## config.mk

```make
export PLATFORM = sky130hd
export DESIGN_NAME = delimited_record_parser
export DESIGN_NICKNAME = d
export VERILOG_FILES = /design/src/design/drp_pkg.sv /design/src/design/drp_step.sv /design/src/design/drp_out_queue.sv /design/src/design/delimited_record_parser.sv
export SDC_FILE = /design/constraint.sdc
export NUM_CORES = 1
export LEC_CHECK = 0
export BUFFER_PORTS_ARGS = -buffer_cell sky130_fd_sc_hd__buf_2
export CAP_MARGIN = 5
export CORE_MARGIN = 3
export CORE_UTILIZATION = 41
export DETAILED_ROUTE_END_ITERATION = 16
export PLACE_DENSITY_LB_ADDON = 0.2
export SKIP_LAST_GASP = 1
export SLEW_MARGIN = 0
export SYNTH_ARGS = -nofsm -noshare
export SYNTH_HDL_FRONTEND = slang
export SYNTH_HIERARCHICAL = 1
export SYNTH_SLANG_ARGS = --single-unit
```

## constraint.sdc

```tcl
create_clock -name clock -period 3.16 [get_ports clock]
set_input_delay 0 -clock clock [delete_from_list [all_inputs] [get_ports clock]]
set_output_delay 0 -clock clock [all_outputs]
set_load 0.01 [all_outputs]
```

## src/design/drp_pkg.sv

```systemverilog
package drp_pkg;

   localparam int DEF_MAX_RECORDS = 6;
   localparam int DEF_MAX_LENGTH  = 1024;
   localparam int DIGEST_W        = 18;

   localparam logic [1:0] MODE_BYTE  = 2'd0;
   localparam logic [1:0] MODE_END   = 2'd1;
   localparam logic [1:0] MODE_BATCH = 2'd2;

   localparam logic [7:0] CH_OPEN  = 8'h7B;
   localparam logic [7:0] CH_CLOSE = 8'h7D;
   localparam logic [7:0] CH_BAR   = 8'h7C;
   localparam logic [7:0] CH_COMMA = 8'h2C;
   localparam logic [7:0] CH_VIB   = 8'h76;

   typedef struct packed {
      logic [1:0] mode;
      logic       msg_type;
      logic [7:0] data_byte;
      logic [7:0] next_byte;
      logic       next_valid;
      logic [7:0] after_next_byte;
      logic       after_next_valid;
   } req_item_type;

   typedef struct packed {
      logic       in_text;
      logic       in_option;
      logic       in_short_code;
      logic       in_value;
      logic       graceful_end;
      logic       acc_vibrate;
      logic [1:0] skip_count;
      logic [1:0] acc_type;
   } flags_type;

endpackage

```

## src/design/drp_step.sv

```systemverilog
module drp_step import drp_pkg::*; #(
   parameter int MAX_RECORDS = DEF_MAX_RECORDS,
   parameter int MAX_LENGTH  = DEF_MAX_LENGTH,
   localparam int POS_W = $clog2(MAX_LENGTH + 1),
   localparam int CNT_W = $clog2(MAX_RECORDS + 1),
   localparam int IDX_W = (MAX_RECORDS > 1) ? $clog2(MAX_RECORDS) : 1
) (
   input  req_item_type        item,
   input  flags_type           cur_flags,
   input  logic [POS_W-1:0]    cur_pos,
   input  logic [CNT_W-1:0]    cur_count,
   input  logic [DIGEST_W-1:0] cur_digest,
   input  logic [POS_W-1:0]    cur_start,
   input  logic [POS_W-1:0]    cur_end,
   output flags_type           nxt_flags,
   output logic [POS_W-1:0]    nxt_pos,
   output logic [CNT_W-1:0]    nxt_count,
   output logic [DIGEST_W-1:0] nxt_digest,
   output logic [POS_W-1:0]    nxt_start,
   output logic [POS_W-1:0]    nxt_end,
   output logic                emit,
   output logic [IDX_W-1:0]    rec_index,
   output logic [1:0]          rec_type,
   output logic [DIGEST_W-1:0] rec_digest,
   output logic                rec_vibrate,
   output logic [POS_W-1:0]    rec_start,
   output logic [POS_W-1:0]    rec_end
);

   logic [1:0] mtype;
   logic       room;
   logic       bar_pair;
   logic       av_other;
   logic       av_comma;

   assign mtype    = {1'b0, item.msg_type} + 2'd1;
   assign room     = cur_count < CNT_W'(MAX_RECORDS);
   assign bar_pair = (item.data_byte == CH_BAR) && item.next_valid && (item.next_byte == CH_BAR);
   assign av_other = item.after_next_valid && (item.after_next_byte != CH_BAR)
                     && (item.after_next_byte != CH_COMMA);
   assign av_comma = item.after_next_valid && (item.after_next_byte == CH_COMMA);

   assign rec_index   = cur_count[IDX_W-1:0];
   assign rec_digest  = cur_digest;
   assign rec_vibrate = cur_flags.acc_vibrate;
   assign rec_start   = cur_start;

   always_comb begin
      nxt_flags = cur_flags;
      nxt_pos   = cur_pos;
      nxt_count = cur_count;
      nxt_digest = cur_digest;
      nxt_start = cur_start;
      nxt_end   = cur_end;
      emit      = 1'b0;
      rec_type  = cur_flags.acc_type;
      rec_end   = cur_end;
      case (item.mode)
         MODE_BATCH: begin
            nxt_flags  = '0;
            nxt_pos    = '0;
            nxt_count  = '0;
            nxt_digest = '0;
            nxt_start  = '0;
            nxt_end    = '0;
         end
         MODE_END: begin
            if (cur_pos == '0) rec_type = mtype;
            if (cur_flags.in_text) rec_end = cur_pos;
            if (!cur_flags.graceful_end && room) begin
               emit      = 1'b1;
               nxt_count = cur_count + CNT_W'(1);
            end
            nxt_flags  = '0;
            nxt_pos    = '0;
            nxt_digest = '0;
            nxt_start  = '0;
            nxt_end    = '0;
         end
         MODE_BYTE: begin
            if (cur_pos < POS_W'(MAX_LENGTH)) begin
               nxt_pos = cur_pos + POS_W'(1);
               if (cur_pos == '0) nxt_flags.acc_type = mtype;
               if (cur_flags.skip_count != 2'd0) begin
                  nxt_flags.skip_count = cur_flags.skip_count - 2'd1;
               end else if (item.data_byte == CH_OPEN) begin
                  nxt_flags.in_text      = 1'b1;
                  nxt_flags.graceful_end = 1'b0;
                  nxt_flags.acc_type     = mtype;
                  nxt_start              = cur_pos + POS_W'(1);
               end else if (item.data_byte == CH_CLOSE) begin
                  rec_type = nxt_flags.acc_type;
                  if (cur_flags.in_text) rec_end = cur_pos;
                  if (room) begin
                     emit      = 1'b1;
                     nxt_count = cur_count + CNT_W'(1);
                  end
                  nxt_flags.graceful_end  = 1'b1;
                  nxt_flags.in_text       = 1'b0;
                  nxt_flags.in_option     = 1'b0;
                  nxt_flags.in_short_code = 1'b0;
                  nxt_flags.in_value      = 1'b0;
                  nxt_flags.acc_vibrate   = 1'b0;
                  nxt_flags.acc_type      = 2'd0;
                  nxt_digest = '0;
                  nxt_start  = '0;
                  nxt_end    = '0;
               end else if (bar_pair && cur_flags.in_text) begin
                  nxt_flags.in_text = 1'b0;
                  nxt_end = cur_pos;
                  if (av_other) begin
                     nxt_flags.in_option  = 1'b1;
                     nxt_flags.skip_count = 2'd1;
                  end else if (av_comma) begin
                     nxt_flags.in_short_code = 1'b1;
                     nxt_flags.skip_count    = 2'd2;
                  end else begin
                     nxt_flags.skip_count = 2'd1;
                  end
               end else if (bar_pair && (cur_flags.in_option || cur_flags.in_short_code)) begin
                  nxt_flags.in_option     = 1'b0;
                  nxt_flags.in_short_code = 1'b0;
                  nxt_flags.in_value      = 1'b1;
                  nxt_flags.skip_count    = 2'd1;
               end else if (bar_pair && cur_flags.in_value) begin
                  nxt_flags.skip_count = 2'd1;
               end else if (cur_flags.in_text) begin
                  nxt_digest = cur_digest + DIGEST_W'(item.data_byte);
               end else if (cur_flags.in_option && item.data_byte == CH_VIB) begin
                  nxt_flags.acc_vibrate = 1'b1;
               end
            end
         end
         default: begin
         end
      endcase
   end

endmodule

```

## src/design/drp_out_queue.sv

```systemverilog
module drp_out_queue import drp_pkg::*; #(
   parameter int WIDTH = 8
) (
   input  logic             clock,
   input  logic             reset,
   input  logic             push,
   input  logic [WIDTH-1:0] push_data,
   input  logic             pop_stall,
   output logic             out_valid,
   output logic [WIDTH-1:0] out_data,
   output logic             full
);

   logic             out_valid_ff, out_valid_in;
   logic [WIDTH-1:0] out_data_ff, out_data_in;
   logic             skid_valid_ff, skid_valid_in;
   logic [WIDTH-1:0] skid_data_ff, skid_data_in;

   always_comb begin
      out_valid_in  = out_valid_ff;
      out_data_in   = out_data_ff;
      skid_valid_in = skid_valid_ff;
      skid_data_in  = skid_data_ff;
      if (!out_valid_ff || !pop_stall) begin
         // output slot frees up: drain the skid first
         if (skid_valid_ff) begin
            out_valid_in  = 1'b1;
            out_data_in   = skid_data_ff;
            skid_valid_in = 1'b0;
         end else begin
            out_valid_in = push;
            out_data_in  = push_data;
         end
      end else if (push) begin
         skid_valid_in = 1'b1;
         skid_data_in  = push_data;
      end
   end

   always_ff @(posedge clock) begin
      if (reset) begin
         out_valid_ff  <= 1'b0;
         skid_valid_ff <= 1'b0;
      end else begin
         out_valid_ff  <= out_valid_in;
         skid_valid_ff <= skid_valid_in;
      end
      out_data_ff  <= out_data_in;
      skid_data_ff <= skid_data_in;
   end

   assign out_valid = out_valid_ff;
   assign out_data  = out_data_ff;
   assign full      = skid_valid_ff;

endmodule

```

## src/design/delimited_record_parser.sv

```systemverilog
// Channel    Direction  Handshake            Payload
// request    in         req_valid/req_stall  mode, msg_type, data_byte, lookahead bytes
// response   out        rsp_valid/rsp_stall  record_index, type, digest, vibrate, offsets
//
// One request is taken per cycle while req_stall is low; its record, if any, is put in
// the response register, or in the skid slot when rsp_stall holds it. The parser state
// is updated by a single pass of logic per request. Synchronous reset clears the parser
// state, record count and both queue slots. A two-entry output queue (response register
// plus skid) absorbs rsp_stall; req_stall rises only while the skid slot holds a record.
module delimited_record_parser import drp_pkg::*; #(
   parameter int MAX_RECORDS = DEF_MAX_RECORDS,
   parameter int MAX_LENGTH  = DEF_MAX_LENGTH,
   localparam int POS_W = $clog2(MAX_LENGTH + 1),
   localparam int IDX_W = (MAX_RECORDS > 1) ? $clog2(MAX_RECORDS) : 1
) (
   input  logic                clock,
   input  logic                reset,
   input  logic                req_valid,
   output logic                req_stall,
   input  logic [1:0]          req_mode,
   input  logic                req_msg_type,
   input  logic [7:0]          req_data_byte,
   input  logic [7:0]          req_next_byte,
   input  logic                req_next_valid,
   input  logic [7:0]          req_after_next_byte,
   input  logic                req_after_next_valid,
   output logic                rsp_valid,
   input  logic                rsp_stall,
   output logic [IDX_W-1:0]    rsp_record_index,
   output logic [1:0]          rsp_record_type,
   output logic [DIGEST_W-1:0] rsp_digest,
   output logic                rsp_vibrate,
   output logic [POS_W-1:0]    rsp_text_start,
   output logic [POS_W-1:0]    rsp_text_end
);

   localparam int CNT_W = $clog2(MAX_RECORDS + 1);
   localparam int REC_W = IDX_W + 2 + DIGEST_W + 1 + 2 * POS_W;

   req_item_type        item;
   logic                req_acc;
   flags_type           flags_ff, flags_in;
   logic [POS_W-1:0]    pos_ff, pos_in;
   logic [CNT_W-1:0]    count_ff, count_in;
   logic [DIGEST_W-1:0] digest_ff, digest_in;
   logic [POS_W-1:0]    start_ff, start_in;
   logic [POS_W-1:0]    end_ff, end_in;
   logic                emit;
   logic [IDX_W-1:0]    rec_index;
   logic [1:0]          rec_type;
   logic [DIGEST_W-1:0] rec_digest;
   logic                rec_vibrate;
   logic [POS_W-1:0]    rec_start;
   logic [POS_W-1:0]    rec_end;
   logic [REC_W-1:0]    rec_data;
   logic [REC_W-1:0]    rsp_data;

   assign item = '{mode: req_mode, msg_type: req_msg_type, data_byte: req_data_byte,
                   next_byte: req_next_byte, next_valid: req_next_valid,
                   after_next_byte: req_after_next_byte,
                   after_next_valid: req_after_next_valid};
   assign req_acc = req_valid && !req_stall;

   drp_step #(
      .MAX_RECORDS (MAX_RECORDS),
      .MAX_LENGTH  (MAX_LENGTH)
   ) u_step (
      .item        (item),
      .cur_flags   (flags_ff),
      .cur_pos     (pos_ff),
      .cur_count   (count_ff),
      .cur_digest  (digest_ff),
      .cur_start   (start_ff),
      .cur_end     (end_ff),
      .nxt_flags   (flags_in),
      .nxt_pos     (pos_in),
      .nxt_count   (count_in),
      .nxt_digest  (digest_in),
      .nxt_start   (start_in),
      .nxt_end     (end_in),
      .emit        (emit),
      .rec_index   (rec_index),
      .rec_type    (rec_type),
      .rec_digest  (rec_digest),
      .rec_vibrate (rec_vibrate),
      .rec_start   (rec_start),
      .rec_end     (rec_end)
   );

   always_ff @(posedge clock) begin
      if (reset) begin
         flags_ff  <= '0;
         pos_ff    <= '0;
         count_ff  <= '0;
         digest_ff <= '0;
         start_ff  <= '0;
         end_ff    <= '0;
      end else if (req_acc) begin
         flags_ff  <= flags_in;
         pos_ff    <= pos_in;
         count_ff  <= count_in;
         digest_ff <= digest_in;
         start_ff  <= start_in;
         end_ff    <= end_in;
      end
   end

   assign rec_data = {rec_index, rec_type, rec_digest, rec_vibrate, rec_start, rec_end};

   drp_out_queue #(
      .WIDTH (REC_W)
   ) u_out_queue (
      .clock     (clock),
      .reset     (reset),
      .push      (req_acc && emit),
      .push_data (rec_data),
      .pop_stall (rsp_stall),
      .out_valid (rsp_valid),
      .out_data  (rsp_data),
      .full      (req_stall)
   );

   assign {rsp_record_index, rsp_record_type, rsp_digest, rsp_vibrate,
           rsp_text_start, rsp_text_end} = rsp_data;

endmodule

```

## Yosys cells after proc, flatten, opt, wreduce, memory -nomap -nowiden

Cells that the tools add are included.

| word-level totals | value |
|---|---|
| output and inout port bits | 48 |
| input bits | 33 |
| flip-flop bits (word level) | 158 |

| operators by class | value |
|---|---|
| equality and inequality tests | 33 |
| bitwise gates (word level) | 1 |
| add/sub/neg operators | 5 |
| mux-type cells | 82 |
| magnitude comparators | 2 |
| reductions and logical operators | 37 |

Operators by type and width:

| kind | number |
|---|---|
| $mux W11 | 15 |
| $mux W18 | 8 |
| $pmux W11 S2 | 4 |
| $mux W46 | 1 |
| $eq A8 B7 Y1 const B | 5 |
| $pmux W18 S2 | 1 |
| $mux W2 | 16 |
| $mux W3 | 9 |
| $mux W1 | 21 |
| $ne A3 B2 Y1 const B | 7 |
| $pmux W10 S2 | 1 |
| $add A18 B8 Y18 | 1 |
| $reduce_and A8 Y1 | 2 |
| $reduce_and A7 Y1 | 2 |
| $logic_and A1 B1 Y1 | 12 |
| $ne A3 B1 Y1 const B | 4 |
| $reduce_and A6 Y1 | 2 |
| $add A11 B1 Y11 const B | 1 |
| $logic_not A11 Y1 | 1 |
| $lt A11 B11 Y1 const B | 1 |
| $mux W10 | 1 |
| $reduce_and A10 Y1 | 1 |
| $reduce_and A5 Y1 | 2 |
| $pmux W3 S3 | 1 |
| 29 further kinds | 41 |

## Logic depth before layout (Yosys ltp)

| logic depth | value |
|---|---|
| depth in word-level cells | 12 |
| mapped depth | 11 |
| mapped depth without buffers | 10 |

## Hierarchy

The synthesis kept the hierarchy.

Modules (own cells, without submodules):

| module | area each (um^2) | times used | cells an instance |
|---|---|---|---|
| drp_out_queue | 3503.4 | 1 | 150 |
| delimited_record_parser | 3034.2 | 1 | 293 |
| drp_step | 2596.2 | 1 | 403 |

## Worst setup path after synthesis

Ideal clock, no wire load.

| timing | value |
|---|---|
| kind | flip-flop to flip-flop |
| start | reg pos_ff[10] |
| end | reg u_out_queue.skid_data_ff[0], enable pin |
| data required time | 2752 ps |
| setup slack | 303 ps |
| buffers on the path | 1 |
| stages on the path, launching flop included | 8 |
| arrival | 2449 ps |
| path through | dfxtp_1 > buf_2 > nor3_4 > nand4_1 > o21a_1 > nor3_1 > and2_1 > and3_1 |

| between the ends | value |
|---|---|
| word-level cells in the longest chain between the ends | 5 |

RTL lines:

| element | RTL line | RTL |
|---|---|---|
| start, declared | delimited_record_parser.sv:43 | `logic [POS_W-1:0] pos_ff, pos_in;` |
| start signal, assigned | delimited_record_parser.sv:100 | `pos_ff <= pos_in;` |
| $lt A11 B11 Y1 | drp_step.sv:81 | `if (cur_pos < POS_W'(MAX_LENGTH)) begin` |
| $mux W1 | drp_step.sv:81 |  |
| $pmux W1 S2 | drp_step.sv:58 | `case (item.mode)` |
| via emit | delimited_record_parser.sv:48 | `logic emit;` |
| $logic_and A1 B1 Y1 | delimited_record_parser.sv:115 | `.push (req_acc && emit),` |
| $reduce_and A2 Y1 (no source line) | -- |  |
| end signal, assigned | drp_out_queue.sv:49 | `skid_data_ff <= skid_data_in;` |
| end, declared | drp_out_queue.sv:17 | `logic [WIDTH-1:0] skid_data_ff, skid_data_in;` |

The timed path passes the listed nets, and every way through them passes these cells.
A chain may end at the register's enable or synchronous reset.

## Worst setup path after layout

| timing | value |
|---|---|
| start | reg digest_ff[2] |
| end | reg digest_ff[17] |

| between the ends | value |
|---|---|
| word-level cells in the longest chain between the ends | 10 |

RTL lines:

| element | RTL line | RTL |
|---|---|---|
| start, declared | delimited_record_parser.sv:45 | `logic [DIGEST_W-1:0] digest_ff, digest_in;` |
| start signal, assigned | delimited_record_parser.sv:102 | `digest_ff <= digest_in;` |
| $add A18 B8 Y18 | drp_step.sv:128 | `nxt_digest = cur_digest + DIGEST_W'(item.data_byte);` |
| $mux W18 | drp_step.sv:127 | `end else if (cur_flags.in_text) begin` |
| $mux W18 | drp_step.sv:125 | `end else if (bar_pair && cur_flags.in_value) begin` |
| $mux W18 | drp_step.sv:120 | `end else if (bar_pair && (cur_flags.in_option \|\| cur_flags.in_short_code)) begin` |
| $mux W18 | drp_step.sv:108 | `end else if (bar_pair && cur_flags.in_text) begin` |
| $mux W18 | drp_step.sv:91 | `end else if (item.data_byte == CH_CLOSE) begin` |
| $mux W18 | drp_step.sv:86 | `end else if (item.data_byte == CH_OPEN) begin` |
| $mux W18 | drp_step.sv:84 | `if (cur_flags.skip_count != 2'd0) begin` |
| $mux W18 | drp_step.sv:81 |  |
| $pmux W18 S2 | drp_step.sv:58 |  |
| via digest_in[17] | delimited_record_parser.sv:45 |  |

The timed path passes the listed nets, and every way through them passes these cells. The select of a mux whose other input is x is not followed.

==> results by stage <==
Status:
- The flow ran to the end, and the final reports show no timing, DRC or antenna violations.

Synthesis:
- In this run, synthesis inferred 92 flip-flops with an integrated enable.
- The count of synthesis-stage warnings from yosys is 6.
- The synthesized design spends more area on one cell type than any other, namely edfxtp_1.
- The share of synthesized area occupied by flip-flops and latches is 0.4471.
- The most used flip-flop cell after synthesis is edfxtp_1.
- The share of flip-flops with an asynchronous set or reset is 0.
- The synthesized cell area is 9134 sq um.
- Sorting the synthesized cells by area gives the leading types as edfxtp_1, dfxtp_1, nand4bb_1, mux2_4, nand2b_1.
- The instance count of the mapped netlist is 846.
- Averaged over all synthesized cells, the footprint is 10.80 sq um.
- The count of state elements after synthesis is 158.
- The net count after synthesis is 892.
- The area share of the leading cell type in the synthesized netlist is 0.3025.
- The number of library cell types mapped by synthesis is 70.

Clock tree:
- The maximum count of clock buffers along a single path is 2.
- TritonCTS built the clock tree.
- The deepest level of the CTS H-tree is 4.
- The clock transition time at the flip-flop clock pins of the worst setup and hold paths is 70 ps.
- The clock latency reported for the late side of the worst-skew pair is 430 ps.
- Counting every sink on the clock net gives 158.
- CTS placed an instance of clkbuf_16 at the clock tree root.
- Clock tree synthesis inserted a total of 17 buffers.
- In this run, post-CTS repair resized a total of 0 instances.

Final layout:
- The core utilization of the finished layout is 0.4656.
- Of the cells placed in the final design, the portion with a size suffix greater than 1 is 0.2289.
- The repair_antennas step left the layout with diodes totalling 0.
- The number of nets in the final layout is 911.
- Leaving out fill and tap cells, the most frequent cell in the layout is edfxtp_1.
- After routing the design area is 9972 sq um.
- The area growth from synthesis to layout is 9.178%.
- In the layout the commonest cells are edfxtp_1, buf_2, o21ai_1.

Setup path:
- Walking the worst path, the cells encountered are ha_1 > o211ai_1 > o21ai_1 > a31oi_1 > or2_1 > or4_1 > nand3_1 > nand4bb_1 > o21ai_1.
- Along the worst path, the maximum fanout reaches 8.
- STA classifies the critical path startpoint as a register.
- The worst setup path is captured at a register.
- The cell with the most instances on the worst path is o21ai_1.
- The critical path start-end classification is reg -> reg.
- The arrival time reported for the critical path endpoint is 2860 ps.
- The delay of the slowest cell on the worst path is 520 ps.
- Data on the critical path is required at its endpoint by 3520 ps.
- On the critical path, the stage with the largest delay is an instance of or4_1.

STA:
- The hold violation total from the final report is 0.
- Subtracting the final worst setup slack from the clock period gives 2506 ps.
- Timing would allow up to 399.0 MHz.
- The worst clock skew on the final layout is 9.415 ps.
- Setup repair after global routing left no endpoint under its margin.
- The worst hold margin is 85.01 ps.
- The setup total negative slack is 0 ps.
- For the pin with the worst max-slew slack, the measured transition is 806.8 ps.
- Setup violations remaining at the end of the flow were counted as 0.
- Headroom to the max-slew limit came out at 0.4580.
- Dividing the final minimum period by the clock period gives 0.7932.
- The count of final max-slew check failures was 0.

Power:
- The worst voltage drop across the vdd grid is 0.3524 mV.
- The leakage dissipation is 3.650 nW.
- The power density over cell area is 465.2 nW/um^2.

Global routing:
- For this run, the total global-route usage over all layers was measured as 0.1726.
- The number of antenna violations at the first check in global routing came to 1.
- The first global-routing pass estimated 33700 um of wire.
- The largest net degree at the start of global routing is 94.
- The overflow left after global routing is 0.
- The number of global-route vias before repair is 6236.

Detailed routing:
- The ratio of routed vias to standard cells is 5.546.
- The number of violations reported at the end of detailed-routing iteration 0 is 352.
- For this run, design rule violations remaining after detail routing come to 0.
- Once detail routing completed, the nets flagged for antenna violations numbered 0.
- After detailed routing, the total wire length is 20580 um.
- The detailed-router iteration count before antenna repair is 5.
- In the final routed layout, each cell accounts on average for 17.85 um.
- Detailed routing inserted a total of 6394 vias.

Run:
- Max-cap violations in this run came to 0.

Floorplan:
- The initial core utilization is 0.4264.
- The die covers 24100 sq um.
- Measured along the y axis, the die boundary spans 155.3 um.
- The die is 155.3 um wide.
- The core area is 21420 sq um.
- The number of I/O pins is 81.
- The floorplan has 53 rows.

Hold path:
- The min-delay analysis places its worst path in the category in -> reg.

Placement:
- The count of buffers added on input and output ports is 80.
- The standard cell area after detailed placement is 9325 sq um.
- The weighted congestion at the end of routability-driven global placement is 0.8309.
- The half-perimeter wire length after detailed placement is 12780 um.
==> logic make-up (layout without fill, tap and decap cells) <==
logic type,Yosys count,in the layout,share of synthesized area
xor gates and xnor gates,15,15,0.01438
DFF,158,158,0.4471
adders and majority gates,13,13,0.01863
buffers and inverters,106,138,0.08027
and+or+nand+nor,287,287,0.2174
AOI/OAI and AO/OA,209,209,0.1388
muxes,58,58,0.08342
==> cells in the mapped netlist, types with 16 or more instances <==
| master | n |
|---|---|
| clkbuf_1 | 16 |
| a22o_1 | 21 |
| buf_2 | 20 |
| o21ai_1 | 69 |
| a21oi_1 | 33 |
| buf_4 | 34 |
| nor2_1 | 25 |
| mux2_2 | 29 |
| nand2_1 | 53 |
| buf_6 | 24 |
| o21ai_0 | 36 |
| nand4bb_1 | 64 |
| nand2b_1 | 67 |
| dfxtp_1 | 66 |
| edfxtp_1 | 92 |
| mux2_4 | 29 |
==> area by class of cell <==
| type | count | area [sq um] |
|---|---|---|
| clock buffers | 17 | 425.4 |
| clock inverters | 15 | 201.4 |
| fillers | 2028 | 11450 |
| inverters | 10 | 37.54 |
| multi-input cells | 582 | 4325 |
| flip-flops and latches | 158 | 4088 |
| well taps | 275 | 344.1 |
| repair buffers | 96 | 550.5 |
==> critical path: cells and delay by family (launching register included) <==
family,cells,cell delay (ps)
adders and majority gates,1,380
DFF,1,350
AOI/OAI and AO/OA,4,680
and+or+nand+nor,4,1030
==> registers in the layout, summed over array words and instances, names as in the netlist <==
name / count
pos_ff: 11
digest_ff: 18
u_out_queue/out_valid: 1
u_out_queue/out_data: 46
count_ff: 3
start_ff: 11
end_ff: 11
u_out_queue/full: 1
u_out_queue/skid_data_ff: 46
flags_ff: 10
==> per-layer routing <==
layer,track usage,share of wire,vias to the layer above
met5,0,0.00039,-
met4,0.05169,0.0074,2
met3,0.03032,0.038,15
met2,0.2864,0.49,122
met1,0.2317,0.47,3080
li1,-,-,3175
==> through the flow <==
step / worst slack (ps) / total power, mW / instances
floorplan: 303.2 / 2.413 / 846
global placement: 740.1 / 2.483 / 1119
detailed placement: 678.9 / 2.484 / 1119
CTS: 678.5 / 4.695 / 1153
global route: 457.1 / 4.797 / 1153
finish: 653.6 / 4.639 / 1153
==> what timing repair did <==
| item | in CTS | in global routing |
|---|---|---|
| buffers inserted | 0 | 0 |
| hold buffers | 2 | 0 |
| endpoints found under the hold margin | 3 | 0 |
==> power breakdown <==
part           total, mW  switching, mW  leakage, nW  internal, mW
clock               2.20          0.925        0.305          1.27
combinational      0.252          0.158         1.84        0.0944
sequential          2.19        0.00881         1.50          2.18
==> worst paths after layout <==
| check | from | depth (start not counted) | endpoint | slack (ps) |
|---|---|---|---|---|
| setup / recovery | digest_ff[2]$_SDFFE_PP0P_ | 9 | digest_ff[17]$_SDFFE_PP0P_ | 650 |
| setup reg to reg | digest_ff[2]$_SDFFE_PP0P_ | 9 | digest_ff[17]$_SDFFE_PP0P_ | 650 |
| hold reg to reg | end_ff[10]$_SDFFE_PP0P_ | 2 | end_ff[10]$_SDFFE_PP0P_ | 480 |
| hold / removal | req_mode[0] | 4 | count_ff[1]$_SDFFE_PP0P_ | 90 |
Power figures use the tool's default switching activity.
